`src/hdl/tlpeq_pkg.sv`:
```
// Types and constants for the three-level priority event queue.
// No dependencies; imported by the queue unit and its checker.
`default_nettype none

package tlpeq_pkg;

  localparam int NUM_LEVELS = 3;
  localparam int LVL_W      = 2;
  localparam int ID_W       = 16;
  localparam int HANDLE_W   = 8;
  localparam int OP_W       = 2;
  localparam int STATUS_W   = 3;
  localparam int IN_DATA_W  = 40;
  localparam int OUT_DATA_W = 40;

  localparam logic [LVL_W-1:0] LVL_LOW = 2'd2;

  typedef enum logic [OP_W-1:0] {
    OP_ENQ = 2'd0,
    OP_DSP = 2'd1,
    OP_REM = 2'd2,
    OP_NOP = 2'd3
  } op_e;

  typedef enum logic [STATUS_W-1:0] {
    ST_ENQUEUED   = 3'd0,
    ST_FULL       = 3'd1,
    ST_DISPATCHED = 3'd2,
    ST_EMPTY      = 3'd3,
    ST_REMOVED    = 3'd4,
    ST_NOTFOUND   = 3'd5
  } status_e;

  typedef enum logic [2:0] {
    S_IDLE,
    S_ENQ_WR,
    S_DSP_WR,
    S_REM_CHK,
    S_REM_FREE,
    S_DONE
  } state_e;

  typedef struct packed {
    logic [ID_W-1:0]     ident;
    logic [HANDLE_W-1:0] device;
    logic [HANDLE_W-1:0] sensor;
  } entry_t;

  typedef struct packed {
    logic [5:0]          rsvd;
    logic [HANDLE_W-1:0] sensor_handle;
    logic [HANDLE_W-1:0] device_handle;
    logic [ID_W-1:0]     event_id;
    logic [LVL_W-1:0]    level;
  } in_data_t;

  typedef struct packed {
    logic [5:0]          rsvd;
    logic [HANDLE_W-1:0] out_sensor;
    logic [HANDLE_W-1:0] out_device;
    logic [ID_W-1:0]     out_event_id;
    logic [LVL_W-1:0]    out_level;
  } out_data_t;

endpackage

`default_nettype wire

```
`src/hdl/three_level_priority_event_queue_unit.sv`:
```
// Three-level strict priority event queue over a shared linked entry pool.
// Depends on tlpeq_pkg for opcodes, status codes, states and payload layouts.
//
// Usage: each input transaction carries an opcode in tuser (enqueue, dispatch,
// remove by id) and the level, event id and handles in tdata; every opcode
// except the undefined one returns exactly one result transaction whose
// tuser is the status and whose tdata holds the dispatched event (all zero
// unless the status is "dispatched"). Three FIFO queues share POOL_DEPTH
// entries kept in two single-port-write, registered-read memories: a payload
// memory and a link memory, with a free list threaded through the links.
// Entries never yet allocated are tracked by a fill count, so no clearing
// pass is needed after reset. Enqueue and dispatch are accepted and then
// finish with the queue pointer update; pool full, all empty and remove on an
// empty queue are accepted and then finish in a done state. Remove walks its
// queue from the head, one link memory read per visited entry, then unlinks
// and frees a matching entry or ends at the tail with "not found". The
// undefined opcode is consumed with no result. A finished result waits in the
// output register while the next transaction is taken; the block holds its
// last step only if a new result finds that register still occupied.
`default_nettype none

module three_level_priority_event_queue_unit #(
  parameter int POOL_DEPTH = 16
) (
  input  wire                                 clk_i,
  input  wire                                 rst_ni,
  // input transactions
  input  wire                                 s_axis_tvalid,
  output logic                                s_axis_tready,
  // tdata: level[1:0], event_id[17:2], device_handle[25:18],
  //        sensor_handle[33:26], zero fill[39:34]
  input  wire  [tlpeq_pkg::IN_DATA_W-1:0]     s_axis_tdata,
  // tuser: op[1:0]
  input  wire  [tlpeq_pkg::OP_W-1:0]          s_axis_tuser,
  // result transactions
  output logic                                m_axis_tvalid,
  input  wire                                 m_axis_tready,
  // tdata: out_level[1:0], out_event_id[17:2], out_device[25:18],
  //        out_sensor[33:26], zero fill[39:34]
  output logic [tlpeq_pkg::OUT_DATA_W-1:0]    m_axis_tdata,
  // tuser: status[2:0]
  output logic [tlpeq_pkg::STATUS_W-1:0]      m_axis_tuser
);

  import tlpeq_pkg::*;

  // Pointers carry one extra code, POOL_DEPTH, as the null link.
  localparam int PTR_W  = $clog2(POOL_DEPTH + 1);
  localparam int ADDR_W = $clog2(POOL_DEPTH);
  localparam logic [PTR_W-1:0] NULL_PTR = PTR_W'(POOL_DEPTH);
  localparam logic [PTR_W-1:0] PTR_ONE  = PTR_W'(1);

  function automatic logic is_entry(input logic [PTR_W-1:0] p);
    return p < NULL_PTR;
  endfunction

  // ---------------------------------------------------------------------
  // Storage
  // ---------------------------------------------------------------------
  logic [PTR_W-1:0] link_mem [POOL_DEPTH];
  entry_t           pay_mem  [POOL_DEPTH];

  // ---------------------------------------------------------------------
  // Control and queue state
  // ---------------------------------------------------------------------
  state_e           state_q, state_d;
  logic [PTR_W-1:0] head_q [NUM_LEVELS];
  logic [PTR_W-1:0] head_d [NUM_LEVELS];
  logic [PTR_W-1:0] tail_q [NUM_LEVELS];
  logic [PTR_W-1:0] tail_d [NUM_LEVELS];
  logic [PTR_W-1:0] free_q, free_d;     // head of the free list
  logic [PTR_W-1:0] fresh_q, fresh_d;   // first entry never allocated

  // Per-transaction working registers
  logic [LVL_W-1:0] lvl_q, lvl_d;
  logic [ID_W-1:0]  id_q, id_d;
  logic [PTR_W-1:0] cur_q, cur_d;
  logic [PTR_W-1:0] prev_q, prev_d;
  status_e          done_status_q, done_status_d;

  // Registered memory read data
  logic [PTR_W-1:0] rd_link_q;
  entry_t           rd_pay_q;

  // Output register
  logic             out_valid_q, out_valid_d;
  status_e          out_status_q, out_status_d;
  out_data_t        out_data_q, out_data_d;

  // Memory port controls
  logic             rd_en;
  logic [PTR_W-1:0] rd_ptr;
  logic             link_we;
  logic [PTR_W-1:0] link_wa;
  logic [PTR_W-1:0] link_wd;
  logic             pay_we;

  // Step completion and result
  logic             fin;
  logic             adv;
  logic             out_free;
  status_e          res_status;
  out_data_t        res_data;

  in_data_t         in_data;
  op_e              in_op;
  logic [LVL_W-1:0] in_lvl;
  logic             accept;

  logic             dsp_found;
  logic [LVL_W-1:0] dsp_lvl;
  logic             rem_match;

  assign in_data  = in_data_t'(s_axis_tdata);
  assign in_op    = op_e'(s_axis_tuser);
  // Level three folds into the low queue.
  assign in_lvl   = (in_data.level == 2'd3) ? LVL_LOW : in_data.level;

  assign s_axis_tready = (state_q == S_IDLE);
  assign accept        = s_axis_tvalid && s_axis_tready;

  assign out_free = !out_valid_q || m_axis_tready;
  // Hold a finishing step until the output register can take its result.
  assign adv      = !fin || out_free;

  assign rem_match = (rd_pay_q.ident == id_q);

  // Highest non-empty queue for dispatch.
  always_comb begin
    dsp_found = 1'b0;
    dsp_lvl   = LVL_LOW;
    for (int i = NUM_LEVELS - 1; i >= 0; i--) begin
      if (is_entry(head_q[i])) begin
        dsp_found = 1'b1;
        dsp_lvl   = LVL_W'(i);
      end
    end
  end

  // ---------------------------------------------------------------------
  // Next state
  // ---------------------------------------------------------------------
  always_comb begin
    state_d = state_q;
    case (state_q)
      S_IDLE: begin
        if (s_axis_tvalid) begin
          case (in_op)
            OP_ENQ:  state_d = is_entry(free_q) ? S_ENQ_WR : S_DONE;
            OP_DSP:  state_d = dsp_found ? S_DSP_WR : S_DONE;
            OP_REM:  state_d = is_entry(head_q[in_lvl]) ? S_REM_CHK : S_DONE;
            default: state_d = S_IDLE;
          endcase
        end
      end
      S_REM_CHK: begin
        if (rem_match) begin
          state_d = S_REM_FREE;
        end else if (is_entry(rd_link_q)) begin
          state_d = S_REM_CHK;
        end else begin
          state_d = S_IDLE;
        end
      end
      S_ENQ_WR, S_DSP_WR, S_REM_FREE, S_DONE: state_d = S_IDLE;
      default: state_d = S_IDLE;
    endcase
  end

  // ---------------------------------------------------------------------
  // Datapath, memory controls and result
  // ---------------------------------------------------------------------
  always_comb begin
    head_d        = head_q;
    tail_d        = tail_q;
    free_d        = free_q;
    fresh_d       = fresh_q;
    lvl_d         = lvl_q;
    id_d          = id_q;
    cur_d         = cur_q;
    prev_d        = prev_q;
    done_status_d = done_status_q;
    rd_en         = 1'b0;
    rd_ptr        = cur_q;
    link_we       = 1'b0;
    link_wa       = free_q;
    link_wd       = NULL_PTR;
    pay_we        = 1'b0;
    fin           = 1'b0;
    res_status    = done_status_q;
    res_data      = '0;

    case (state_q)
      S_IDLE: begin
        id_d  = in_data.event_id;
        lvl_d = in_lvl;
        if (accept) begin
          case (in_op)
            OP_ENQ: begin
              if (is_entry(free_q)) begin
                // Fetch the free entry's link, seal it and store the payload.
                rd_en   = 1'b1;
                rd_ptr  = free_q;
                link_we = 1'b1;
                link_wa = free_q;
                link_wd = NULL_PTR;
                pay_we  = 1'b1;
              end else begin
                done_status_d = ST_FULL;
              end
            end
            OP_DSP: begin
              if (dsp_found) begin
                // Read the head and push it onto the free list at once.
                lvl_d   = dsp_lvl;
                rd_en   = 1'b1;
                rd_ptr  = head_q[dsp_lvl];
                link_we = 1'b1;
                link_wa = head_q[dsp_lvl];
                link_wd = free_q;
                free_d  = head_q[dsp_lvl];
              end else begin
                done_status_d = ST_EMPTY;
              end
            end
            OP_REM: begin
              if (is_entry(head_q[in_lvl])) begin
                rd_en  = 1'b1;
                rd_ptr = head_q[in_lvl];
                cur_d  = head_q[in_lvl];
                prev_d = NULL_PTR;
              end else begin
                done_status_d = ST_NOTFOUND;
              end
            end
            default: ;
          endcase
        end
      end

      S_ENQ_WR: begin
        fin        = 1'b1;
        res_status = ST_ENQUEUED;
        // An entry at the fill count has no valid link; the next free one follows it.
        if (free_q == fresh_q) begin
          free_d  = free_q + PTR_ONE;
          fresh_d = fresh_q + PTR_ONE;
        end else begin
          free_d = rd_link_q;
        end
        if (!is_entry(head_q[lvl_q])) begin
          head_d[lvl_q] = free_q;
        end else if (is_entry(tail_q[lvl_q])) begin
          link_we = 1'b1;
          link_wa = tail_q[lvl_q];
          link_wd = free_q;
        end
        tail_d[lvl_q] = free_q;
      end

      S_DSP_WR: begin
        fin                   = 1'b1;
        res_status            = ST_DISPATCHED;
        res_data.out_level    = lvl_q;
        res_data.out_event_id = rd_pay_q.ident;
        res_data.out_device   = rd_pay_q.device;
        res_data.out_sensor   = rd_pay_q.sensor;
        head_d[lvl_q]         = rd_link_q;
        if (!is_entry(rd_link_q)) begin
          tail_d[lvl_q] = NULL_PTR;
        end
      end

      S_REM_CHK: begin
        if (rem_match) begin
          // Unlink: patch the predecessor or the head, then fix the tail.
          if (is_entry(prev_q)) begin
            link_we = 1'b1;
            link_wa = prev_q;
            link_wd = rd_link_q;
          end else begin
            head_d[lvl_q] = rd_link_q;
          end
          if (tail_q[lvl_q] == cur_q) begin
            tail_d[lvl_q] = prev_q;
          end
        end else begin
          prev_d = cur_q;
          cur_d  = rd_link_q;
          if (is_entry(rd_link_q)) begin
            rd_en  = 1'b1;
            rd_ptr = rd_link_q;
          end else begin
            fin        = 1'b1;
            res_status = ST_NOTFOUND;
          end
        end
      end

      S_REM_FREE: begin
        fin        = 1'b1;
        res_status = ST_REMOVED;
        link_we    = 1'b1;
        link_wa    = cur_q;
        link_wd    = free_q;
        free_d     = cur_q;
      end

      S_DONE: begin
        fin        = 1'b1;
        res_status = done_status_q;
      end

      default: ;
    endcase
  end

  // Output register: load a finished result, drop it once taken.
  always_comb begin
    out_valid_d  = out_valid_q;
    out_status_d = out_status_q;
    out_data_d   = out_data_q;
    if (fin && adv) begin
      out_valid_d  = 1'b1;
      out_status_d = res_status;
      out_data_d   = res_data;
    end else if (m_axis_tready) begin
      out_valid_d = 1'b0;
    end
  end

  assign m_axis_tvalid = out_valid_q;
  assign m_axis_tdata  = out_data_q;
  assign m_axis_tuser  = out_status_q;

  // ---------------------------------------------------------------------
  // Registers
  // ---------------------------------------------------------------------
  always_ff @(posedge clk_i or negedge rst_ni) begin
    if (!rst_ni) begin
      state_q     <= S_IDLE;
      free_q      <= '0;
      fresh_q     <= '0;
      out_valid_q <= 1'b0;
      for (int i = 0; i < NUM_LEVELS; i++) begin
        head_q[i] <= NULL_PTR;
        tail_q[i] <= NULL_PTR;
      end
    end else begin
      out_valid_q <= out_valid_d;
      if (adv) begin
        state_q <= state_d;
        head_q  <= head_d;
        tail_q  <= tail_d;
        free_q  <= free_d;
        fresh_q <= fresh_d;
      end
    end
  end

  always_ff @(posedge clk_i) begin
    out_status_q <= out_status_d;
    out_data_q   <= out_data_d;
    if (adv) begin
      lvl_q         <= lvl_d;
      id_q          <= id_d;
      cur_q         <= cur_d;
      prev_q        <= prev_d;
      done_status_q <= done_status_d;
    end
  end

  // Memories: read-first, one write port each, registered read.
  always_ff @(posedge clk_i) begin
    if (rd_en) begin
      rd_link_q <= link_mem[rd_ptr[ADDR_W-1:0]];
      rd_pay_q  <= pay_mem[rd_ptr[ADDR_W-1:0]];
    end
    if (link_we && adv) begin
      link_mem[link_wa[ADDR_W-1:0]] <= link_wd;
    end
    if (pay_we) begin
      pay_mem[free_q[ADDR_W-1:0]] <= '{ident:  in_data.event_id,
                                        device: in_data.device_handle,
                                        sensor: in_data.sensor_handle};
    end
  end

endmodule

`default_nettype wire

```
`config.mk`:
```
export PLATFORM = sky130hd
export DESIGN_NAME = three_level_priority_event_queue_unit
export DESIGN_NICKNAME = d
export VERILOG_FILES = /design/src/hdl/tlpeq_pkg.sv /design/src/hdl/three_level_priority_event_queue_unit.sv
export SDC_FILE = /design/constraint.sdc
export NUM_CORES = 1
export LEC_CHECK = 0
export BUFFER_PORTS_ARGS = -buffer_cell sky130_fd_sc_hd__buf_2
export CAP_MARGIN = 20
export CORE_MARGIN = 3
export CORE_UTILIZATION = 30
export DETAILED_ROUTE_END_ITERATION = 6
export PLACE_DENSITY_LB_ADDON = 0.15
export SYNTH_ARGS = -nofsm -noshare
export SYNTH_HDL_FRONTEND = slang
export SYNTH_SLANG_ARGS = --single-unit
export TNS_END_PERCENT = 1
```
`constraint.sdc`:
```
create_clock -name clk_i -period 4.1 [get_ports clk_i]
set_clock_uncertainty 0.05 [all_clocks]
set_input_delay 0.82 -clock clk_i [delete_from_list [all_inputs] [get_ports clk_i]]
set_output_delay 0.82 -clock clk_i [all_outputs]
set_load 0.1 [all_outputs]
```
==> reports/metrics.yaml <==
clock_tree:
  cts_resized: 0
  cts_root_buf: "clkbuf_16"
  cts_sinks: 740
  cts_setup_buffers: 2
  clk_pin_slew_worst_paths_ps: 60
  htree_levels: 3
  hold_buffers: 0
  cts_tree: "built"
  clk_latency_ps: 640
  cts_buffer_depth: 3
  numCtsBuffers: 82
power:
  p_sw_mw: 9.08
  ir_drop_v: 0.000432
  power_frac_seq: 0.384
  intPower_mw: 16.6
  switching_share: 0.354
  p_clk_frac: 0.270
  p_total_mw: 25.7
  pwr-share-comb: 0.346
  p_per_area_nw_per_um2: 711
  power_leakage_nw: 13.0
synth:
  synth_common_cells: "edfxtp_1, mux2i_1, o22ai_1"
  synth_top_area_frac: 0.694
  synth-xor-area-share: 0.00960
  synth.largest_area_cell: "edfxtp_1"
  synth-edff-count: 696
  synth-warning-count: 0
  syn_area_per_cell_um2: 16.5
  synthMuxAreaShare: 0.121
  synth-compound-area-share: 0.0620
  yosys.area_share.simple: 0.0507
  synth_seq_cells: 740
  async_reset_ff_frac: 0.0595
  synth_most_common_cell: "edfxtp_1"
  synth_top_family_by_area: "multiplexers"
  synthesis.area_um2: 30100
  synthAdderAreaFrac: 0.00374
  postSynthCellCount: 1821
  ys.flop_type: "edfxtp_1"
  synth_seq_area_share: 0.731
  synthTopCellsByArea: "edfxtp_1, mux2i_1, dfrtp_1, o22ai_1, mux2_2"
  ys_types: 63
floorplanning:
  row_count: 115
  io_pins: 91
  dieArea_um2: 104000
  die_h_um: 323
  core_um2: 99000
  start_util: 0.304
  fp.dieW_um: 323
critical_path:
  crit_arrival_ps: 4280
  cp_cell_sequence: "xnor2_1 > nand4_1 > buf_4 > or4_4 > buf_4 > a311oi_4 > buf_12 > buf_12 > mux2i_1 > o22ai_1 > or4_1"
  path_class: "reg -> reg"
  rr_startpoint: "rd_pay_q[29]$_DFFE_PP_"
  crit_buf_inv: 4
  slowest_stage: "or4_1"
  cp-start-kind: "flip-flop"
  reg2reg_slack_ps: 120
  r2r_cells: 11
  crit_start: "rd_pay_q[29]$_DFFE_PP_"
  max_stage_delay_ps: 600
  required_ps: 4400
  cpLargestDelayFamily: "simple AND/OR/NAND/NOR gates"
  end_kind: "flip-flop"
  r2r_end: "rd_pay_q[13]$_DFFE_PP_"
  crit_fanout: 31
sta:
  fmax_mhz: 251
  fin_tns_setup_ps: 0
  worst_slew_pin_slew_ps: 950
  slew_headroom: 0.367
  setup_viol: 0
  finalHoldViolCount: 0
  post-route-min-period_ps: 3980
  fin_crit_sh: 0.970
  rsz0062_at_grt: "false"
  slew_viol_final: 0
flow_run:
  cap_violations: 0
place:
  placedCellCount: 3254
  dp_hpwl_mm: 52.1
  globalplace.congestion: 0.892
  portBuffers: 78
run_status:
  status: "finished, final reports clean"
grt:
  track_usage: 0.163
  top_usage_layer: "met2"
  antenna_found_initial: 10
  grt_pass1_wl_mm: 123
  met2_usage: 0.266
  grt_start_max_net_pins: 45
  grtUsageMet1: 0.225
  use_met3: 0.0287
  grt-ovfl-total: 0
  grt_pass1_vias: 17320
route:
  ant_nets: 0
  dr.pass1.iters: 6
  finalWirelength_mm: 85.0
  wire_per_inst_um: 25.0
  via_per_inst: 5.01
  drc: 0
  via_count: 17069
  drt_iter0_drc: 1353
layout:
  regArea_um2: 22000
  drive_gt1_frac: 0.212
  fin_nets: 2109
  syn_to_final_growth_pct: 19.8
  multi_input_area_um2: 7630
  final_cell_count_no_fill: 3405
  fillers: 9329
hold_path:
  hp-class: "in -> async"
## sequential cells by signal (all words and copies together) (netlist names)
signal,count
head_q,15
m_axis_tuser,3
pay_mem,512
prev_q,5
free_q,5
link_mem,80
fresh_q,5
state_q,3
cur_q,5
lvl_q,2
rd_link_q,5
id_q,16
rd_pay_q,32
done_status_q,2
tail_q,15
m_axis_tvalid,1
m_axis_tdata,34
## area by class of cell
cell class / count / area share
sequential: 740 / 0.610
timing repair buffer: 252 / 0.0626
tap: 1287 / 0.0446
multi-input combinational: 964 / 0.211
inverter: 14 / 0.00146
clock buffer: 98 / 0.0594
clock inverter: 45 / 0.00995
antenna: 5 / 0.000347
## stage by stage
step           instance area [µm²]  hold WS [ps]  utilization  setup slack, ps
2_1_floorplan                30100           416            -             -411
3_3_place_gp                 33500           436        0.339             -106
5_1_grt                      36100           144        0.364             7.84
6_report                     36100           129        0.364              123
4_1_cts                      36000           358        0.364             98.6
3_5_place_dp                 33500           432        0.339            -80.5
## worst max path at each step
stage               cells past startpoint  slack [ps]                 endpoint
floorplan                               7        -410  pay_mem[2][0]$_DFFE_PP_
global placement                       10        -110   rd_pay_q[13]$_DFFE_PP_
detailed placement                     10         -80   rd_pay_q[13]$_DFFE_PP_
CTS                                    11         100   rd_pay_q[13]$_DFFE_PP_
global route                           11           8   rd_pay_q[30]$_DFFE_PP_
finish                                 11         120   rd_pay_q[13]$_DFFE_PP_
## worst reg2reg max path, cell delays in order, from the launching register on
cell and delay, ps:
edfxtp_1 390, xnor2_1 310, nand4_1 160, buf_4 170, or4_4 570, buf_4 170
a311oi_4 380, buf_12 220, buf_12 260, mux2i_1 280, o22ai_1 130, or4_1 600
## placed cells by master, fill, tap and decap left out, drive strengths merged, types with 12 or more instances in the layout
cell type  count
o21ai         22
or3           12
xnor2         28
clkbuf        98
clkinv        36
and2          37
nand2         38
dfrtp         38
mux2i        316
o22ai        151
a21oi         20
edfxtp       696
mux2          43
nor2          72
buf          252
nor3          23
or4           38
inv           16
## power by group through the flow
stage / Combinational, mW / Clock (mW) / Sequential [mW]
6_report: 8.87 / 6.93 / 9.86
5_1_grt: 9.44 / 7.45 / 9.94
4_1_cts: 8.99 / 7.13 / 9.87
3_5_place_dp: 8.95 / 0 / 10.0
3_3_place_gp: 8.90 / 0 / 10.0
2_1_floorplan: 4.51 / 0 / 10.9
## layer usage
layer,vias up,routed length [µm]
met3,118,4530
met1,8794,38200
met2,461,40600
li1,7690,-
met4,6,1690
met5,-,41
## kinds of logic (layout without fill, tap and decap cells)
| kind of cell | Yosys count | after routing |
|---|---|---|
| xor+xnor | 33 | 33 |
| mux | 359 | 359 |
| simple gates | 280 | 280 |
| fa+ha+maj | 9 | 9 |
| flops | 740 | 740 |
| buf+inv | 122 | 409 |
| compound gates | 277 | 277 |
| other cells | 1 | 11 |
Power figures use the tool's default switching activity.
